==> src/rtl/hhtc_pkg.sv <==
`timescale 1ns / 1ps
`default_nettype none
// ----------------------------------------------------------------------------
// hhtc_pkg
// Types, constants and the angle wrap shared by the heading-hold turn controller.
// ----------------------------------------------------------------------------
package hhtc_pkg;

	// angles in 1/64 degree
	localparam int DEG180 = 11520;
	localparam int DEG360 = 23040;

	localparam logic [13:0] NO_READING    = 14'd9999;
	localparam logic [13:0] STUCK_CM      = 14'd10;
	localparam logic [13:0] RIGHT_OPEN_CM = 14'd50;
	localparam logic [2:0]  APPROACH_TICKS = 3'd5;
	localparam logic [8:0]  STUCK_OFFSET_DEG = 9'd45;
	localparam logic signed [14:0] DONE_TOL = 15'sd64;

	localparam logic [12:0] SERVO_CENTER      = 13'd3000;
	localparam logic [12:0] SERVO_LEFT_STUCK  = 13'd1000;
	localparam logic [12:0] SERVO_RIGHT_STUCK = 13'd5000;
	localparam logic [12:0] SERVO_TURN        = 13'd4000;

	// servo = 2000 + floor((288000 - 125*e) / 288), e = clamped heading error
	localparam logic signed [14:0] ERR_CLAMP  = 15'sd2304;
	localparam logic signed [20:0] SERVO_NUM0 = 21'sd288000;
	localparam logic signed [20:0] SERVO_GAIN = 21'sd125;
	localparam logic [16:0]        RECIP9     = 17'd116509;
	localparam logic [12:0]        SERVO_BASE = 13'd2000;

	localparam logic [1:0] DIR_STRAIGHT = 2'd0;
	localparam logic [1:0] DIR_LEFT     = 2'd1;
	localparam logic [1:0] DIR_RIGHT    = 2'd2;

	typedef enum logic [2:0] {
		REG_TURN_ANGLE    = 3'd0,
		REG_APPROACH_DIST = 3'd1,
		REG_STUCK_TIMEOUT = 3'd2,
		REG_TURN_TIMEOUT  = 3'd3,
		REG_CRUISE_THRUST = 3'd4,
		REG_TURN_THRUST   = 3'd5
	} reg_idx_t;

	typedef enum logic [1:0] {
		SRV_HOLD  = 2'd0,
		SRV_CONST = 2'd1,
		SRV_CALC  = 2'd2
	} srv_kind_t;

	typedef struct packed {
		logic [7:0]  turn_deg;
		logic [8:0]  approach_distance_cm;
		logic [15:0] stuck_timeout_ms;
		logic [15:0] turn_timeout_ms;
		logic [7:0]  cruise_thrust;
		logic [7:0]  turn_thrust;
	} cfg_t;

	// classified tick, front to back
	typedef struct packed {
		logic [31:0]        now_ms;
		logic signed [14:0] yaw;
		logic               front_blocked;
		logic               approach_hit;
		logic               right_valid;
		logic signed [14:0] turn_target;
		logic [1:0]         turn_dir;
	} cls_t;

	function automatic logic signed [14:0] wrap_ang(input logic signed [16:0] a);
		logic signed [16:0] r;
		r = a;
		if (a > 17'sd11520)
			r = a - 17'sd23040;
		else if (a < -17'sd11520)
			r = a + 17'sd23040;
		return r[14:0];
	endfunction

endpackage
`default_nettype wire

==> src/rtl/hhtc_front.sv <==
`timescale 1ns / 1ps
`default_nettype none
// ----------------------------------------------------------------------------
// hhtc_front
// Accepts ticks, classifies distances, works out turn targets, two-entry queue.
// ----------------------------------------------------------------------------
module hhtc_front
	import hhtc_pkg::*;
(
	input  wire logic        clk,
	input  wire logic        arst_n,
	input  wire cfg_t        cfg,
	input  wire logic        s_tvalid,
	output logic             s_tready,
	input  wire logic [79:0] s_tdata,
	output logic             q_valid,
	input  wire logic        q_ready,
	output cls_t             q_entry
);

	logic [31:0]        now_ms;
	logic signed [14:0] yaw;
	logic [13:0]        front_cm;
	logic [13:0]        right_cm;
	logic signed [16:0] yaw_x;
	logic signed [16:0] d_norm;
	logic signed [16:0] d_stuck;
	cls_t               cls;

	cls_t       mem_q [2];
	logic       wr_ptr_q;
	logic       rd_ptr_q;
	logic [1:0] count_q;
	logic       push;
	logic       pop;

	assign now_ms   = s_tdata[31:0];
	assign yaw      = $signed(s_tdata[46:32]);
	assign front_cm = s_tdata[60:47];
	assign right_cm = s_tdata[74:61];

	always_comb begin
		yaw_x   = $signed({{2{yaw[14]}}, yaw});
		d_norm  = $signed({3'b000, cfg.turn_deg, 6'b000000});
		d_stuck = $signed({3'b000, cfg.turn_deg, 6'b000000})
			- $signed({2'b00, STUCK_OFFSET_DEG, 6'b000000});

		cls.now_ms        = now_ms;
		cls.yaw           = yaw;
		cls.front_blocked = front_cm < STUCK_CM;
		cls.approach_hit  = (front_cm < {5'b00000, cfg.approach_distance_cm})
			&& (front_cm > STUCK_CM) && (front_cm != NO_READING);
		cls.right_valid   = right_cm != NO_READING;
		if (cls.front_blocked) begin
			if (right_cm >= STUCK_CM) begin
				cls.turn_dir    = DIR_RIGHT;
				cls.turn_target = wrap_ang(yaw_x - d_stuck);
			end else begin
				cls.turn_dir    = DIR_LEFT;
				cls.turn_target = wrap_ang(yaw_x + d_stuck);
			end
		end else begin
			if (right_cm >= RIGHT_OPEN_CM) begin
				cls.turn_dir    = DIR_RIGHT;
				cls.turn_target = wrap_ang(yaw_x - d_norm);
			end else begin
				cls.turn_dir    = DIR_LEFT;
				cls.turn_target = wrap_ang(yaw_x + d_norm);
			end
		end
	end

	assign s_tready = count_q != 2'd2;
	assign push     = s_tvalid && s_tready;
	assign q_valid  = count_q != 2'd0;
	assign pop      = q_valid && q_ready;
	assign q_entry  = mem_q[rd_ptr_q];

	always_ff @(posedge clk) begin
		if (push)
			mem_q[wr_ptr_q] <= cls;
	end

	always_ff @(posedge clk or negedge arst_n) begin
		if (!arst_n) begin
			wr_ptr_q <= 1'b0;
			rd_ptr_q <= 1'b0;
			count_q  <= 2'd0;
		end else begin
			if (push)
				wr_ptr_q <= ~wr_ptr_q;
			if (pop)
				rd_ptr_q <= ~rd_ptr_q;
			if (push && !pop)
				count_q <= count_q + 2'd1;
			else if (pop && !push)
				count_q <= count_q - 2'd1;
		end
	end

endmodule
`default_nettype wire

==> src/rtl/hhtc_back.sv <==
`timescale 1ns / 1ps
`default_nettype none
// ----------------------------------------------------------------------------
// hhtc_back
// Mode and turn state update, servo scaling pipeline and output register.
// ----------------------------------------------------------------------------
module hhtc_back
	import hhtc_pkg::*;
(
	input  wire logic        clk,
	input  wire logic        arst_n,
	input  wire cfg_t        cfg,
	input  wire logic        q_valid,
	output logic             q_ready,
	input  wire cls_t        q_entry,
	output logic             m_tvalid,
	input  wire logic        m_tready,
	output logic [31:0]      m_tdata
);

	// turn state
	logic               mode_q;
	logic [1:0]         dir_q;
	logic               stuck_q;
	logic signed [14:0] held_q;
	logic signed [14:0] target_q;
	logic [31:0]        turn_begin_q;
	logic               blk_timing_q;
	logic [31:0]        blk_since_q;
	logic [2:0]         appr_cnt_q;
	logic [7:0]         thrust_q;

	logic               mode_d;
	logic [1:0]         dir_d;
	logic               stuck_d;
	logic signed [14:0] held_d;
	logic signed [14:0] target_d;
	logic [31:0]        turn_begin_d;
	logic               blk_timing_d;
	logic [31:0]        blk_since_d;
	logic [2:0]         appr_cnt_d;
	logic [7:0]         thrust_d;
	srv_kind_t          kind_d;
	logic [12:0]        srv_const_d;

	logic signed [14:0] err;
	logic signed [14:0] err_c;
	logic signed [14:0] rem;
	logic               turn_done;
	logic               start_turn;
	logic [2:0]         cnt_inc;

	// stage 1
	logic               v_s1;
	srv_kind_t          kind_s1;
	logic [12:0]        srv_const_s1;
	logic signed [12:0] err_s1;
	logic [7:0]         thrust_s1;
	logic               mode_s1;
	logic [1:0]         dir_s1;
	logic               stuck_s1;

	// stage 2
	logic               v_s2;
	srv_kind_t          kind_s2;
	logic [12:0]        srv_const_s2;
	logic [14:0]        num_s2;
	logic [7:0]         thrust_s2;
	logic               mode_s2;
	logic [1:0]         dir_s2;
	logic               stuck_s2;
	logic signed [20:0] num_full;

	// output register
	logic        out_valid_q;
	logic [12:0] servo_q;
	logic [7:0]  thrust_out_q;
	logic        mode_out_q;
	logic [1:0]  dir_out_q;
	logic        stuck_out_q;
	logic [31:0] prod;
	logic [12:0] servo_calc;

	logic rdy_out;
	logic rdy_s2;
	logic rdy_s1;
	logic take;

	assign rdy_out = !out_valid_q || m_tready;
	assign rdy_s2  = !v_s2 || rdy_out;
	assign rdy_s1  = !v_s1 || rdy_s2;
	assign q_ready = rdy_s1;
	assign take    = q_valid && rdy_s1;

	always_comb begin
		err = wrap_ang($signed({{2{held_q[14]}}, held_q})
			- $signed({{2{q_entry.yaw[14]}}, q_entry.yaw}));
		if (err > ERR_CLAMP)
			err_c = ERR_CLAMP;
		else if (err < -ERR_CLAMP)
			err_c = -ERR_CLAMP;
		else
			err_c = err;
		rem = wrap_ang($signed({{2{target_q[14]}}, target_q})
			- $signed({{2{q_entry.yaw[14]}}, q_entry.yaw}));

		mode_d       = mode_q;
		dir_d        = dir_q;
		stuck_d      = stuck_q;
		held_d       = held_q;
		target_d     = target_q;
		turn_begin_d = turn_begin_q;
		blk_timing_d = blk_timing_q;
		blk_since_d  = blk_since_q;
		appr_cnt_d   = appr_cnt_q;
		thrust_d     = thrust_q;
		kind_d       = SRV_HOLD;
		srv_const_d  = SERVO_CENTER;
		start_turn   = 1'b0;
		turn_done    = 1'b0;
		cnt_inc      = (appr_cnt_q < APPROACH_TICKS) ? appr_cnt_q + 3'd1 : appr_cnt_q;

		if (!mode_q) begin
			thrust_d = cfg.cruise_thrust;
			kind_d   = SRV_CALC;
			if (q_entry.front_blocked) begin
				if (!blk_timing_q) begin
					blk_timing_d = 1'b1;
					blk_since_d  = q_entry.now_ms;
				end else if ((q_entry.now_ms - blk_since_q)
						>= {16'h0000, cfg.stuck_timeout_ms}) begin
					stuck_d      = 1'b1;
					blk_timing_d = 1'b0;
					start_turn   = q_entry.right_valid;
				end
			end else begin
				blk_timing_d = 1'b0;
			end
			if (q_entry.approach_hit) begin
				appr_cnt_d = cnt_inc;
				if (cnt_inc >= APPROACH_TICKS && q_entry.right_valid)
					start_turn = 1'b1;
			end
			if (start_turn) begin
				held_d       = q_entry.yaw;
				target_d     = q_entry.turn_target;
				mode_d       = 1'b1;
				dir_d        = q_entry.turn_dir;
				turn_begin_d = q_entry.now_ms;
				appr_cnt_d   = 3'd0;
			end
		end else begin
			turn_done = ((rem <= DONE_TOL) && (rem >= -DONE_TOL))
				|| ((q_entry.now_ms - turn_begin_q) > {16'h0000, cfg.turn_timeout_ms});
			if (turn_done) begin
				kind_d      = SRV_CONST;
				srv_const_d = SERVO_CENTER;
				held_d      = q_entry.yaw;
				dir_d       = DIR_STRAIGHT;
				mode_d      = 1'b0;
				stuck_d     = 1'b0;
			end else if (dir_q == DIR_LEFT) begin
				kind_d      = SRV_CONST;
				srv_const_d = stuck_q ? SERVO_LEFT_STUCK : SERVO_TURN;
				thrust_d    = cfg.turn_thrust;
			end else if (dir_q == DIR_RIGHT) begin
				kind_d      = SRV_CONST;
				srv_const_d = stuck_q ? SERVO_RIGHT_STUCK : SERVO_TURN;
				thrust_d    = cfg.turn_thrust;
			end else begin
				mode_d = 1'b0;
				dir_d  = DIR_STRAIGHT;
			end
		end
	end

	always_ff @(posedge clk or negedge arst_n) begin
		if (!arst_n) begin
			mode_q       <= 1'b0;
			dir_q        <= DIR_STRAIGHT;
			stuck_q      <= 1'b0;
			held_q       <= '0;
			target_q     <= '0;
			turn_begin_q <= '0;
			blk_timing_q <= 1'b0;
			blk_since_q  <= '0;
			appr_cnt_q   <= '0;
			thrust_q     <= '0;
		end else if (take) begin
			mode_q       <= mode_d;
			dir_q        <= dir_d;
			stuck_q      <= stuck_d;
			held_q       <= held_d;
			target_q     <= target_d;
			turn_begin_q <= turn_begin_d;
			blk_timing_q <= blk_timing_d;
			blk_since_q  <= blk_since_d;
			appr_cnt_q   <= appr_cnt_d;
			thrust_q     <= thrust_d;
		end
	end

	// stage 1
	always_ff @(posedge clk or negedge arst_n) begin
		if (!arst_n)
			v_s1 <= 1'b0;
		else if (rdy_s1)
			v_s1 <= q_valid;
	end

	always_ff @(posedge clk) begin
		if (take) begin
			kind_s1      <= kind_d;
			srv_const_s1 <= srv_const_d;
			err_s1       <= err_c[12:0];
			thrust_s1    <= thrust_d;
			mode_s1      <= mode_d;
			dir_s1       <= dir_d;
			stuck_s1     <= stuck_d;
		end
	end

	// stage 2: numerator / 32
	assign num_full = SERVO_NUM0 - $signed({{8{err_s1[12]}}, err_s1}) * SERVO_GAIN;

	always_ff @(posedge clk or negedge arst_n) begin
		if (!arst_n)
			v_s2 <= 1'b0;
		else if (rdy_s2)
			v_s2 <= v_s1;
	end

	always_ff @(posedge clk) begin
		if (v_s1 && rdy_s2) begin
			kind_s2      <= kind_s1;
			srv_const_s2 <= srv_const_s1;
			num_s2       <= num_full[19:5];
			thrust_s2    <= thrust_s1;
			mode_s2      <= mode_s1;
			dir_s2       <= dir_s1;
			stuck_s2     <= stuck_s1;
		end
	end

	// output: divide by 9 through the reciprocal, resolve held servo
	assign prod       = {17'd0, num_s2} * {15'd0, RECIP9};
	assign servo_calc = SERVO_BASE + {1'b0, prod[31:20]};

	always_ff @(posedge clk or negedge arst_n) begin
		if (!arst_n) begin
			out_valid_q  <= 1'b0;
			servo_q      <= SERVO_CENTER;
			thrust_out_q <= '0;
			mode_out_q   <= 1'b0;
			dir_out_q    <= DIR_STRAIGHT;
			stuck_out_q  <= 1'b0;
		end else if (rdy_out) begin
			out_valid_q <= v_s2;
			if (v_s2) begin
				case (kind_s2)
					SRV_CALC:  servo_q <= servo_calc;
					SRV_CONST: servo_q <= srv_const_s2;
					default:   servo_q <= servo_q;
				endcase
				thrust_out_q <= thrust_s2;
				mode_out_q   <= mode_s2;
				dir_out_q    <= dir_s2;
				stuck_out_q  <= stuck_s2;
			end
		end
	end

	assign m_tvalid = out_valid_q;
	assign m_tdata  = {7'b0000000, stuck_out_q, dir_out_q, mode_out_q, thrust_out_q, servo_q};

endmodule
`default_nettype wire

==> src/rtl/heading_hold_turn_controller.sv <==
`timescale 1ns / 1ps
`default_nettype none
// ----------------------------------------------------------------------------
// heading_hold_turn_controller
// Heading hold in forward mode, stuck and approach turns, servo and thrust out.
// ----------------------------------------------------------------------------
// channel   direction  handshake            payload
// s_*       in         s_tvalid/s_tready    s_tdata: now_ms, yaw_angle, front_cm, right_cm
// m_*       out        m_tvalid/m_tready    m_tdata: servo_ticks, thrust_duty, turning,
//                                                    turn_dir, stuck_flag
// cfg_*     in         cfg_we               cfg_index, cfg_data
//
// One tick per cycle sustained while m_tready is held high; a tick's result beat is registered
// in turn by the queue write, the state update, the scaling and the reciprocal multiply into
// the output register. The state update of the back end is the loop that sets the rate.
// Reset clears the turn state, the queue and the pipeline; servo restarts at 3000.
// Either side may stall: the two-entry queue and per-stage valids absorb it.
// ----------------------------------------------------------------------------
module heading_hold_turn_controller
	import hhtc_pkg::*;
(
	input  wire logic        clk,
	input  wire logic        arst_n,
	input  wire logic        s_tvalid,
	output logic             s_tready,
	input  wire logic [79:0] s_tdata,   // now_ms[31:0], yaw_angle[46:32], front_cm[60:47],
	                                    // right_cm[74:61]
	output logic             m_tvalid,
	input  wire logic        m_tready,
	output logic [31:0]      m_tdata,   // servo_ticks[12:0], thrust_duty[20:13], turning[21],
	                                    // turn_dir[23:22], stuck_flag[24]
	input  wire logic        cfg_we,
	input  wire logic [2:0]  cfg_index,
	input  wire logic [15:0] cfg_data
);

	cfg_t cfg_q;
	logic q_valid;
	logic q_ready;
	cls_t q_entry;

	always_ff @(posedge clk or negedge arst_n) begin
		if (!arst_n) begin
			cfg_q.turn_deg             <= 8'd60;
			cfg_q.approach_distance_cm <= 9'd40;
			cfg_q.stuck_timeout_ms     <= 16'd2000;
			cfg_q.turn_timeout_ms      <= 16'd3000;
			cfg_q.cruise_thrust        <= 8'd255;
			cfg_q.turn_thrust          <= 8'd200;
		end else if (cfg_we) begin
			case (cfg_index)
				REG_TURN_ANGLE:    cfg_q.turn_deg             <= cfg_data[7:0];
				REG_APPROACH_DIST: cfg_q.approach_distance_cm <= cfg_data[8:0];
				REG_STUCK_TIMEOUT: cfg_q.stuck_timeout_ms     <= cfg_data;
				REG_TURN_TIMEOUT:  cfg_q.turn_timeout_ms      <= cfg_data;
				REG_CRUISE_THRUST: cfg_q.cruise_thrust        <= cfg_data[7:0];
				REG_TURN_THRUST:   cfg_q.turn_thrust          <= cfg_data[7:0];
				default: ;
			endcase
		end
	end

	hhtc_front u_front (
		.clk      (clk),
		.arst_n   (arst_n),
		.cfg      (cfg_q),
		.s_tvalid (s_tvalid),
		.s_tready (s_tready),
		.s_tdata  (s_tdata),
		.q_valid  (q_valid),
		.q_ready  (q_ready),
		.q_entry  (q_entry)
	);

	hhtc_back u_back (
		.clk      (clk),
		.arst_n   (arst_n),
		.cfg      (cfg_q),
		.q_valid  (q_valid),
		.q_ready  (q_ready),
		.q_entry  (q_entry),
		.m_tvalid (m_tvalid),
		.m_tready (m_tready),
		.m_tdata  (m_tdata)
	);

endmodule
`default_nettype wire
==> config.mk <==
export PLATFORM = sky130hd
export DESIGN_NAME = heading_hold_turn_controller
export DESIGN_NICKNAME = d
export VERILOG_FILES = /design/src/rtl/hhtc_pkg.sv /design/src/rtl/hhtc_front.sv /design/src/rtl/hhtc_back.sv /design/src/rtl/heading_hold_turn_controller.sv
export SDC_FILE = /design/constraint.sdc
export NUM_CORES = 1
export LEC_CHECK = 0
export BUFFER_PORTS_ARGS = -buffer_cell sky130_fd_sc_hd__clkbuf_2
export CAP_MARGIN = 25
export CORE_MARGIN = 2
export CORE_UTILIZATION = 25
export CTS_CLUSTER_SIZE = 10
export DETAILED_ROUTE_END_ITERATION = 8
export PLACE_DENSITY = 0.36
export SETUP_SLACK_MARGIN = 0.2
export SYNTH_ARGS = -nofsm -noshare
export SYNTH_HDL_FRONTEND = slang
export SYNTH_SLANG_ARGS = --single-unit
==> constraint.sdc <==
create_clock -name clk -period 8.5 [get_ports clk]
set_input_delay 0 -clock clk [delete_from_list [all_inputs] [get_ports clk]]
set_output_delay 0 -clock clk [all_outputs]
set_load 0.01 [all_outputs]
======== Word level (Yosys, flattened, before mapping) ========
Memories as Yosys holds them, arrays and structs flattened.
Index checks and enable logic that the tools add are counted.
storage, ports and cells
  output and inout bits ................... 34
  bits in latches ......................... 0
  RAM bits ................................ 134
  memories kept ........................... 1
  word-level logic and storage cells ...... 214
  input port bits ......................... 104
  ROM bits ................................ 0
  register bits ........................... 289
memories
  memory         depth  bits a word  read ports  clocked after Yosys merged registers in  write ports  RTL line          source
  u_front.mem_q  2      67           1           0                                        1            hhtc_front.sv:30  cls_t mem_q [2];
cells by class
  divide/modulo/power cells ............... 0
  $add $sub $neg .......................... 26
  order comparisons ....................... 25
  $mul .................................... 2
  shift operators ......................... 0
  reductions and logical operators ........ 39
  muxes and demuxes ....................... 62
  equal/unequal tests ..................... 13
  bitwise logic cells ..................... 4
operator list
  kind                                                             number
  two-way mux 15 bit                                               15
  adder 15 bit, second input constant                              6
  subtractor 15 bit, second input constant                         6
  greater-than comparator 16 x 15 -> 1 bit, second input constant  4
  < comparator 16 x 15 -> 1 bit, second input constant             4
  subtractor 15 x 15 -> 16 bit                                     4
  subtractor 32 bit                                                2
  two-way mux 13 bit                                               4
  two-way mux 17 bit                                               3
  greater-than comparator 17 x 15 -> 1 bit, second input constant  2
  < comparator 17 x 15 -> 1 bit, second input constant             2
  adder 15 x 15 -> 16 bit                                          2
  >= comparator 32 x 16 -> 1 bit                                   1
  greater-than comparator 32 x 16 -> 1 bit                         1
  multiplier 15 x 17 -> 32 bit, second input constant              1
  two-way mux 8 bit                                                4
  != test 14 bit, second input constant                            2
  one-hot mux 13 bit (2 select lines)                              1
  two-way mux 1 bit                                                22
  multiplier 13 x 8 -> 20 bit, second input constant               1
  subtractor 20 bit, first input constant                          1
  two-way mux 2 bit                                                9
  AND reduction 2 bit                                              8
  >= comparator 15 x 7 -> 1 bit, second input constant             1
  32 further kinds                                                 65

======== Depth between registers and ports, before layout ========
Gate-level depths: netlist of the first run.
An unclocked memory read counts as a cell.
  depth after elaboration ................. 11
  mapped depth ............................ 32
  mapped depth without buffers ............ 29

======== Hierarchy ========
A second synthesis of the first run with hierarchy kept.
second synthesis, totals
  cell total of the unflattened synthesis .. 3081
  area, all modules ....................... 32301.0 um^2
modules (own cells, without submodules)
  module                        sequential area each (um^2)  cells an instance  times used  area an instance (um^2)
  hhtc_back                     5564.1                       2243               1           21564.4
  hhtc_front                    3763.6                       696                1           8162.8
  heading_hold_turn_controller  1664.1                       142                1           2573.7

======== Worst setup path after synthesis of the first run ========
No wires, ideal clock.
  path type ............................... reg-to-reg
  start ................................... register u_back.num_s2[12]
  end ..................................... register u_back.servo_q[11]
  required time ........................... 8416 ps
  buffers on the path ..................... 0
  setup slack ............................. 1524 ps
  arrival time ............................ 6892 ps
  clock period less this slack ............ 6976 ps
  setup time .............................. 84 ps
  stages on the path, launching flop included .. 28
  cells stage by stage .................... edfxtp_1 -> inv_1 -> fa_1 -> inv_1 -> fa_1 -> inv_1 -> fa_1 -> xor2_1 -> ha_1 -> o21bai_1 -> fa_1 -> inv_1 -> fa_1 -> inv_1 -> ha_1 -> a21o_1 -> a21o_1 -> a211o_1 -> o31ai_1 -> a21oi_1 -> o41a_1 -> o211a_1 -> or3b_2 -> and2_1 -> a22o_1 -> nor3_1 -> mux2i_1 -> nand3_1
on the way
  word-level cells in the longest chain between the ends .. 3
RTL lines
  item                                 RTL line          source
  start: declaration                   hhtc_back.sv:67   logic [14:0] num_s2;
  start signal: assignment             hhtc_back.sv:237  num_s2 <= num_full[19:5];
  multiplier 15 x 17 -> 32 bit         hhtc_back.sv:246  assign prod = {17'd0, num_s2} * {15'd0, RECIP9};
  adder 11 x 12 -> 13 bit              hhtc_back.sv:247  assign servo_calc = SERVO_BASE + {1'b0, prod[31:20]};
  one-hot mux 13 bit (2 select lines)  hhtc_back.sv:260  case (kind_s2)
  end signal: assignment               hhtc_back.sv:261  SRV_CALC: servo_q <= servo_calc;
  end signal: assignment               hhtc_back.sv:262  SRV_CONST: servo_q <= srv_const_s2;
  end signal: assignment               hhtc_back.sv:263  default: servo_q <= servo_q;
  end: declaration                     hhtc_back.sv:76   logic [12:0] servo_q;
Every way passes these cells.
A chain may end at the register's enable or synchronous reset.

======== Final worst setup path of the first run ========
Ends and elaborated chain as after synthesis.

==> results of run 1 <==
==> registers in the layout (all words and copies together), names as in the netlist, 8 cells and up <==
name and flops:
u_back.thrust_out_q 8, u_back.err_s1 13, u_back.turn_begin_q 32, cfg_q 65, u_back.thrust_q 8, u_back.thrust_s1 8
u_back.servo_q 13, u_back.target_q 15, u_back.num_s2 15, u_back.held_q 15, u_back.thrust_s2 8, u_back.blk_since_q 32
u_front.mem_q 122
==> worst min-delay path by stage <==
| stage | from | to | slack (ns) | cells after the start |
|---|---|---|---|---|
| 6_report | s_tdata[6] | u_front.mem_q[1][41] | 0.07 | 2 |
| 5_1_grt | s_tdata[31] | u_front.mem_q[1][66] | 0.04 | 2 |
| 4_1_cts | s_tdata[6] | u_front.mem_q[1][41] | 0.00008 | 2 |
| 3_5_place_dp | arst_n | u_back.servo_q[2] | 0.02 | 1 |
| 3_3_place_gp | arst_n | u_back.servo_q[2] | 0.009 | 1 |
| 2_1_floorplan | arst_n | cfg_q[0] | -0.30 | 0 |
==> worst register-to-register path: stages, from the launching register on <==
cell	delay (ns)
edfxtp_1	0.50
inv_1	0.11
fa_1	0.41
inv_1	0.11
fa_1	0.42
inv_1	0.13
fa_1	0.48
xor2_1	0.18
ha_1	0.17
o21bai_1	0.17
fa_1	0.50
inv_1	0.05
fa_1	0.53
inv_1	0.04
ha_1	0.31
a21o_1	0.19
a21o_1	0.17
a211o_1	0.31
o31ai_1	0.32
a21oi_1	0.21
o41a_1	0.47
o211a_1	0.24
or3b_2	0.50
and2_1	0.22
a22o_1	0.24
nor3_1	0.19
mux2i_1	0.22
nand3_1	0.09
==> timing repair <==
action                    CTS  global route
hold endpoints to repair  230             0
hold buffers               86             0
setup buffers               0             0
==> synthesized netlist by cell type (12+ instances only) <==
cell type  count  area [sq um]
nand4_1       19         118.9
o21bai_1      31         232.7
a221o_1       13         130.1
or3_1         18         112.6
mux2_2        55         619.3
nand3_1       44         220.2
nand2b_1      29         181.4
nor2b_1       26         162.7
o21a_1        49         367.9
fa_1         118          2362
o211ai_1      16         120.1
xor2_1        48         420.4
a21oi_1      222          1111
xnor2_1       91         797.0
edfxtp_1     192          5766
o21ai_1       13         65.06
a21o_1        65         488.0
ha_1         388          4855
dfstp_2       37         972.2
dfrtp_1      170          4254
nand2_1      193         724.4
o22ai_1       20         125.1
a31oi_1       29         181.4
a22oi_1       12         90.09
o21ai_0      134         670.6
inv_1        456          1712
mux2i_1       76         760.7
clkbuf_1      64         240.2
o31ai_1       14         105.1
nor2_1       214         803.3
and3_1        42         262.8
a211oi_1      23         172.7
nor3_1        50         250.2
o31a_1        15         131.4
==> metal layers <==
layer	wire (um)	vias to the layer above	part of all wire (%)	track usage [%]
li1	-	11860	-	-
met5	0	-	0	0
met2	41120	225	46	22.76
met3	2321	70	2.6	1.501
met4	1600	0	1.8	3.216
met1	43630	11170	49	18.88
==> cell type report <==
cell class	count	area (sq um)	share of cell area, %
multi-input cells	2295	18770	50.64
flip-flops and latches	399	11000	29.66
well taps	1650	2064	5.569
repair buffers	242	1785	4.817
inverters	457	1715	4.628
clock buffers	79	1485	4.006
clock inverters	21	250.2	0.6751
diodes	1	2.502	0.006751
==> through the flow <==
step	worst slack, ns	hold WS (ns)	area (sq um)
finish	0.9684	0.06885	37070
global route	0.4179	0.04138	37070
CTS	0.8825	0.00007894	37040
detailed placement	0.8984	0.02083	34430
global placement	0.9249	0.009118	34380
floorplan	1.524	-0.2956	31830
==> logic make-up after synthesis <==
group,count (synthesis),share of synthesized area (%)
AO/OA/AOI/OAI,793,16.80
XOR/XNOR,139,3.828
adder cells (fa/ha/maj),506,22.69
buffers and inverters,549,6.739
flip-flops,399,34.56
multiplexers,131,4.339
other,1,0.01179
AND/OR/NAND/NOR,719,11.02
==> flow_metrics.py, run 1 <==
metrics = {
    "floorplan": {
        "rows": 130,
        "die_w_um": 360.7,
        "num_io_pins": 138,
        "initial_core_util_pct": 25.26,
        "die_area_sq_mm": 0.1301,
        "die_y_um": 360.7,
        "core_sq_mm": 0.1259,
    },
    "critical_path": {
        "setup.worst_path.class": "reg2reg",
        "cp_num_cells": 27,
        "cp.arrival_ns": 8.09,
        "slowest_stage": "fa_1",
        "r2r-start": "u_back.num_s2[12]",
        "start_kind": "flop",
        "critPathTopFamily": "adder cells",
        "r2r_end": "u_back.servo_q[11]",
        "crit_fanout": 6,
        "r2r_slack_ns": 0.97,
        "crit_path_end_kind": "flop",
        "path_buf_inv": 5,
        "critPathRequiredTime_ns": 9.06,
        "crit_start": "u_back.num_s2[12]",
        "r2r_cells": 27,
        "max_stage_delay_ns": 0.53,
        "cp-endpoint": "u_back.servo_q[11]",
    },
    "logic_synthesis": {
        "synth_edf_count": 192,
        "yosys_warnings": 0,
        "synth_area_sq_mm": 0.03180,
        "avgSynthCellArea_sq_um": 9.825,
        "synth_async_sr_flop_share_pct": 51.88,
        "seq_area_frac_synth_pct": 34.56,
        "synth_cells": 3237,
        "ys_types": 95,
        "synth-seq-cells": 399,
        "ys.flop_type": "edfxtp_1",
    },
    "route": {
        "vias": 23320,
        "firstDrtPassIters": 8,
        "drt_iter0_markers": 1107,
        "ant_nets": 0,
        "wirelength_um": 88680,
        "wl_per_cell_um": 17.24,
        "via_per_inst": 4.534,
        "route.detailed.drc": 0,
    },
    "global_routing": {
        "grt_pass1_wl_um": 140900,
        "grt_max_degree": 65,
        "antenna_found_initial": 3,
        "track_usage_pct": 13.66,
        "gr-total-overflow": 0,
        "grt_pass1_vias": 24030,
    },
    "finish": {
        "n_fill_cell": 13430,
        "post-route-util_pct": 29.44,
        "final_common_cell": "inv_1",
        "layout.cells.non_filler": 5144,
        "nets": 4058,
        "layout-drive-gt1-share_pct": 10.96,
        "layout.cells.most_common_list": "455 x inv_1, 388 x ha_1, 222 x a21oi_1",
        "area_delta_synth_final_pct": 16.56,
    },
    "sta": {
        "hold_viol_final": 0,
        "slew_viol_final": 0,
        "fin_setup_tns_ns": 0,
        "worstMarginPinSlew_ns": 0.9621,
        "finClkSkew_ns": 0.05496,
        "setup_viol": 0,
        "min_period_ns": 7.532,
        "post-route-period-util_pct": 88.61,
        "grt_setup_unrepaired": "false",
        "fmax_mhz": 132.8,
        "relSlewSlack_pct": 35.86,
    },
    "clocking": {
        "cts_tree": "yes",
        "cts_resized": 0,
        "cts_buffers": 53,
        "clkTransAtPathRegs_ns": 0.06,
        "cts_sinks": 399,
        "cts_max_level": 2,
        "cts_max_path_buffers": 3,
        "cts-root-buf": "clkbuf_16",
        "clk-insertion-delay-late_ns": 0.66,
    },
    "place": {
        "hpwl_um": 68680,
        "port_buffers": 125,
        "placed_cells": 4956,
        "gp_congestion": 0.7811,
    },
    "outcome": {
        "status": "finished clean",
    },
    "flow_run": {
        "cap_violations": 0,
    },
    "hold_path": {
        "hp-class": "in2reg",
    },
}
Power of run 1 is left out: the tool's default activity adds up to more than one toggle a clock period on the data nets, which glitch-free logic cannot reach.
==> inputs of run 2 (changes only) <==
--- a/config.mk
+++ b/config.mk
@@ -5,10 +5,13 @@
 export SDC_FILE = /design/constraint.sdc
 export NUM_CORES = 1
 export LEC_CHECK = 0
+export ABC_CLOCK_PERIOD_IN_PS = 8500
 export BUFFER_PORTS_ARGS = -buffer_cell sky130_fd_sc_hd__clkbuf_2
 export CAP_MARGIN = 25
+export CORE_ASPECT_RATIO = 0.8
 export CORE_MARGIN = 2
 export CORE_UTILIZATION = 25
+export CTS_BUF_LIST = sky130_fd_sc_hd__clkbuf_4 sky130_fd_sc_hd__clkbuf_8
 export CTS_CLUSTER_SIZE = 10
 export DETAILED_ROUTE_END_ITERATION = 8
 export PLACE_DENSITY = 0.36
==> flow_metrics.py, run 2 (synthesized netlist as in run 1, its figures left out) <==
metrics = {
    "outcome": {
        "status": "finished clean",
    },
    "global_routing": {
        "gr-total-overflow": 0,
        "grt_pass1_vias": 24060,
        "grt_pass1_wl_um": 142000,
        "grt_max_degree": 125,
        "antenna_found_initial": 9,
        "track_usage_pct": 13.97,
    },
    "route": {
        "wl_per_cell_um": 17.15,
        "firstDrtPassIters": 5,
        "route.detailed.drc": 0,
        "ant_nets": 0,
        "drt_iter0_markers": 1168,
        "via_per_inst": 4.502,
        "vias": 23650,
        "wirelength_um": 90080,
    },
    "clocking": {
        "cts_tree": "yes",
        "cts-root-buf": "clkbuf_8",
        "cts_max_path_buffers": 3,
        "cts_max_level": 3,
        "cts_buffers": 77,
        "clkTransAtPathRegs_ns": 0.06,
        "cts_sinks": 399,
        "clk-insertion-delay-late_ns": 0.76,
    },
    "critical_path": {
        "crit_path_end_kind": "flop",
        "critPathRequiredTime_ns": 9.16,
        "start_kind": "flop",
        "r2r_slack_ns": 0.92,
        "crit_fanout": 6,
        "setup.worst_path.class": "reg2reg",
        "cp.arrival_ns": 8.24,
    },
    "floorplan": {
        "die_w_um": 402.8,
        "core_sq_mm": 0.1268,
        "rows": 117,
        "num_io_pins": 138,
        "die_y_um": 323.0,
        "die_area_sq_mm": 0.1301,
        "initial_core_util_pct": 25.09,
    },
    "sta": {
        "fin_setup_tns_ns": 0,
        "finClkSkew_ns": 0.05882,
        "grt_setup_unrepaired": "false",
        "fmax_mhz": 131.8,
        "slew_viol_final": 0,
        "setup_viol": 0,
        "post-route-period-util_pct": 89.23,
        "min_period_ns": 7.585,
        "worstMarginPinSlew_ns": 1.059,
        "relSlewSlack_pct": 29.24,
        "hold_viol_final": 0,
    },
    "finish": {
        "design_area_sq_mm": 0.03751,
        "largest_register_ffs": 122,
        "largestRegisters": "u_front.mem_q (122), cfg_q (65)",
        "n_fill_cell": 13460,
        "area_delta_synth_final_pct": 17.96,
        "nets": 4131,
        "final_common_cell": "inv_1",
        "layout-drive-gt1-share_pct": 12.11,
        "top_register": "u_front.mem_q",
        "layout.cells.non_filler": 5252,
        "layout.cells.most_common_list": "455 x inv_1, 388 x ha_1, 222 x a21oi_1",
    },
    "hold_path": {
        "hp-class": "in2reg",
    },
    "place": {
        "placed_cells": 4969,
        "place_area_sq_mm": 0.03441,
        "gp_congestion": 0.7912,
        "hpwl_um": 68920,
        "port_buffers": 125,
    },
    "flow_run": {
        "cap_violations": 0,
    },
}
-- run 2: changes by cell type in the layout (fill, tap and decap cells not counted), moves of 3 or more --
| cell | previous run | this run |
|---|---|---|
| clkbuf_1 | 21 | 0 |
| clkbuf_16 | 54 | 0 |
| clkbuf_4 | 0 | 26 |
| clkbuf_8 | 4 | 83 |
| clkinv_1 | 4 | 12 |
| dlygate4sd3_1 | 85 | 137 |
| inv_12 | 0 | 3 |
-- run 2: what timing repair did --
item                      CTS  global route
hold endpoints to repair  306             0
setup buffers               0             0
hold buffers              138             0
resized for setup           0             0
-- run 2: final cells by class --
class	instances	area, sq um	area share [%]
Timing Repair Buffer	291	2266	6.040
Tap cell	1666	2085	5.556
Clock buffer	109	1338	3.565
Clock inverter	33	345.3	0.9205
Antenna cell	2	5.005	0.01334
Inverter	457	1715	4.573
Sequential cell	399	11000	29.31
Multi-Input combinational cell	2295	18770	50.02
-- run 2: through the flow --
step	setup slack, ns	hold slack, ns	util [%]
finish	0.9153	0.09662	29.59
global route	0.4920	0.06907	29.59
CTS	0.8388	0.05056	29.57
detailed placement	0.8634	0.08445	27.14
global placement	0.9244	0.08144	27.14
floorplan	1.524	-0.2956	-
-- run 2: routing by layer --
metal | global-route usage, % | routed length [um]
met2 | 21.12 | 37890
met4 | 2.597 | 1177
met1 | 20.89 | 47840
met3 | 2.339 | 3171
met5 | 0 | 0
-- run 2: critical path, stage by stage (launching register included) --
cell and delay (ns):
edfxtp_1 0.49, inv_1 0.10, fa_1 0.41, inv_1 0.11, fa_1 0.42, inv_1 0.13
fa_1 0.47, xor2_1 0.18, ha_1 0.18, o21bai_1 0.18, fa_1 0.51, inv_1 0.06
fa_1 0.53, inv_1 0.04, ha_1 0.32, a21o_1 0.19, a21o_1 0.16, a211o_1 0.30
o31ai_1 0.35, a21oi_1 0.22, o41a_1 0.46, o211a_1 0.23, or3b_2 0.50, and2_1 0.22
a22o_1 0.23, nor3_1 0.19, mux2i_1 0.23, nand3_1 0.09
-- run 2: final timing paths --
path                                        startpoint                     end  cells after the start
worst max-delay path                 u_back.num_s2[12]      u_back.servo_q[11]                     27
worst min-delay path                       s_tdata[66]    u_front.mem_q[0][11]                      5
worst max register to register       u_back.num_s2[12]      u_back.servo_q[11]                     27
worst min register to register  u_back.srv_const_s1[3]  u_back.srv_const_s2[3]                      0
max in group asynchronous                       arst_n        u_front.rd_ptr_q                      4
min in group asynchronous                       arst_n               cfg_q[27]                      3
Power of run 2 is left out for the same reason.
==> inputs of run 3 (changes only) <==
--- a/config.mk
+++ b/config.mk
@@ -5,6 +5,7 @@
 export SDC_FILE = /design/constraint.sdc
 export NUM_CORES = 1
 export LEC_CHECK = 0
+export ABC_AREA = 1
 export ABC_CLOCK_PERIOD_IN_PS = 8500
 export BUFFER_PORTS_ARGS = -buffer_cell sky130_fd_sc_hd__clkbuf_2
 export CAP_MARGIN = 25
==> flow_metrics.py, run 3 <==
metrics = {
    "finish": {
        "top_register": "u_front.mem_q",
        "register_area_sq_mm": 0.01099,
        "largest_register_ffs": 122,
        "layout-drive-gt1-share_pct": 9.521,
        "multi_input_area_sq_mm": 0.01915,
        "n_fill_cell": 14360,
        "final_common_cell": "nand2_1",
        "largestRegisters": "u_front.mem_q (122), cfg_q (65)",
        "layout.cells.most_common_list": "1055 x nand2_1, 692 x inv_1, 388 x ha_1",
        "area_delta_synth_final_pct": 17.29,
        "nets": 5031,
    },
    "critical_path": {
        "slowest_stage": "fa_1",
        "crit_path_frequent_cell": "inv_1",
        "start_kind": "flop",
        "critPathRequiredTime_ns": 9.10,
        "crit_fanout": 6,
        "setup.worst_path.class": "reg2reg",
        "cp.arrival_ns": 7.01,
        "crit_path_end_kind": "flop",
        "max_stage_delay_ns": 0.55,
    },
    "sta": {
        "setup_viol": 0,
        "fin_setup_tns_ns": 0,
        "relSlewSlack_pct": 31.00,
        "finClkSkew_ns": 0.06603,
        "slew_viol_final": 0,
        "fmax_mhz": 155.9,
        "grt_setup_unrepaired": "false",
        "hold_viol_final": 0,
        "min_period_ns": 6.413,
        "worstMarginPinSlew_ns": 1.024,
        "post-route-period-util_pct": 75.44,
    },
    "floorplan": {
        "die_w_um": 410.7,
        "core_sq_mm": 0.1315,
        "die_y_um": 329.4,
        "die_area_sq_mm": 0.1353,
        "initial_core_util_pct": 25.16,
        "num_io_pins": 138,
        "rows": 119,
    },
    "clocking": {
        "cts_max_level": 3,
        "clkTransAtPathRegs_ns": 0.05,
        "cts_tree": "yes",
        "cts_sinks": 399,
        "cts_max_path_buffers": 3,
        "cts_buffers": 76,
        "clk-insertion-delay-late_ns": 0.77,
        "post_cts.repair.setup_buffers": 0,
        "cts-root-buf": "clkbuf_8",
    },
    "global_routing": {
        "grt_pass1_wl_um": 157100,
        "grt_use_met3_pct": 2.326,
        "grt.busiest_layer": "met1",
        "antenna_found_initial": 5,
        "grt_max_degree": 88,
        "use_met2_pct": 22.11,
        "global_route.usage.met1_pct": 22.66,
        "grt_pass1_vias": 27200,
        "track_usage_pct": 14.87,
        "gr-total-overflow": 0,
    },
    "logic_synthesis": {
        "synth-seq-cells": 399,
        "ys.flop_type": "edfxtp_1",
        "synthTopCellsByArea": "edfxtp_1 17%, ha_1 15%, dfrtp_1 13%",
        "ys_types": 64,
        "seq_area_frac_synth_pct": 33.23,
        "synth_area_sq_mm": 0.03308,
        "yosys_warnings": 0,
        "synth_async_sr_flop_share_pct": 51.88,
        "avgSynthCellArea_sq_um": 8.014,
        "yosys-top-cells-count": "1055 x nand2_1, 694 x inv_1, 388 x ha_1",
        "synth.most_common_cell": "nand2_1",
        "synth_top_area_share_pct": 17.43,
        "synth_cells": 4128,
        "yosys.area.top_type": "edfxtp_1",
        "synth_edf_count": 192,
    },
    "route": {
        "vias": 26860,
        "route.detailed.drc": 0,
        "wl_per_cell_um": 15.79,
        "firstDrtPassIters": 5,
        "drt_iter0_markers": 1270,
        "wirelength_um": 98550,
        "ant_nets": 0,
        "via_per_inst": 4.303,
    },
    "flow_run": {
        "cap_violations": 0,
    },
    "place": {
        "port_buffers": 125,
        "hpwl_um": 78660,
        "gp_congestion": 0.8254,
    },
    "outcome": {
        "status": "finished clean",
    },
    "hold_path": {
        "hp-class": "in2reg",
    },
}
-- run 3: changes by cell type in the layout (fill, tap and decap cells not counted), moves of 55 or more --
cell	previous run	this run
xor2_1	48	115
mux2_2	55	0
nand3_1	44	158
mux2i_1	76	4
xnor2_1	91	26
nand2_1	193	1055
inv_1	455	692
o21ai_0	133	276
-- run 3: path summary, 6_finish.rpt --
kind	start	end	slack (ns)	cells after the start
max	u_back.num_s2[12]	u_back.servo_q[10]	2.09	29
min	s_tdata[37]	u_front.mem_q[1][25]	0.08	2
max reg2reg	u_back.num_s2[12]	u_back.servo_q[10]	2.09	29
min reg2reg	u_back.thrust_s1[3]	u_back.thrust_s2[3]	0.41	0
max in group asynchronous	arst_n	u_back.stuck_out_q	6.45	5
min in group asynchronous	arst_n	cfg_q[62]	0.43	3
-- run 3: kinds of logic (layout without fill, tap and decap cells) --
logic type      Yosys count  count (layout)  share of synthesized area, %
buf+inv                 774            1125                         9.028
flops                   399             399                         33.23
compound gates          653             653                         11.02
mux                       4               4                        0.1210
xor+xnor                143             143                         3.832
other cells               1              11                       0.01134
fa+ha+maj               506             506                         21.82
simple gates           1648            1648                         20.95
-- run 3: through the flow --
| stage | worst slack (ns) | hold slack [ns] | std cells | area (sq um) | util, % |
|---|---|---|---|---|---|
| 6_report | 2.087 | 0.08199 | 6243 | 38800 | 29.51 |
| 2_1_floorplan | 2.742 | -0.2956 | 4134 | 33100 | - |
| 3_3_place_gp | 2.052 | 0.09862 | 5969 | 35790 | 27.22 |
| 3_5_place_dp | 2.114 | 0.09412 | 5972 | 35830 | 27.25 |
| 4_1_cts | 2.037 | 0.008487 | 6239 | 38790 | 29.50 |
| 5_1_grt | 1.531 | 0.05145 | 6241 | 38790 | 29.51 |
-- run 3: worst max-delay path: cells and delay by family, from the launching register on --
kind / cells / cell delay (ns)
compound gates: 7 / 0.98
xor+xnor: 2 / 0.43
fa+ha+maj: 8 / 3.27
buf+inv: 8 / 0.69
flops: 1 / 0.52
simple gates: 4 / 0.41
-- run 3: cell type report --
class	count	area share, %
inverters	709	6.866
multi-input cells	2961	49.35
flip-flops and latches	399	28.33
repair buffers	274	5.418
clock buffers	112	3.521
well taps	1754	5.656
clock inverters	30	0.8320
diodes	4	0.02580
-- run 3: repair_timing --
action                                  CTS  global route
hold buffers                            125             0
endpoints found under the hold margin   273             0
endpoints found under the setup margin    0             0
gates resized for setup                   0             0
-- run 3: metal layers --
| layer | wire (um) | vias to the layer above |
|---|---|---|
| met2 | 40620 | 303 |
| met3 | 2931 | 96 |
| met4 | 1513 | 4 |
| met5 | 19 | - |
| li1 | - | 13980 |
| met1 | 53470 | 12480 |
Power of run 3 is left out for the same reason.
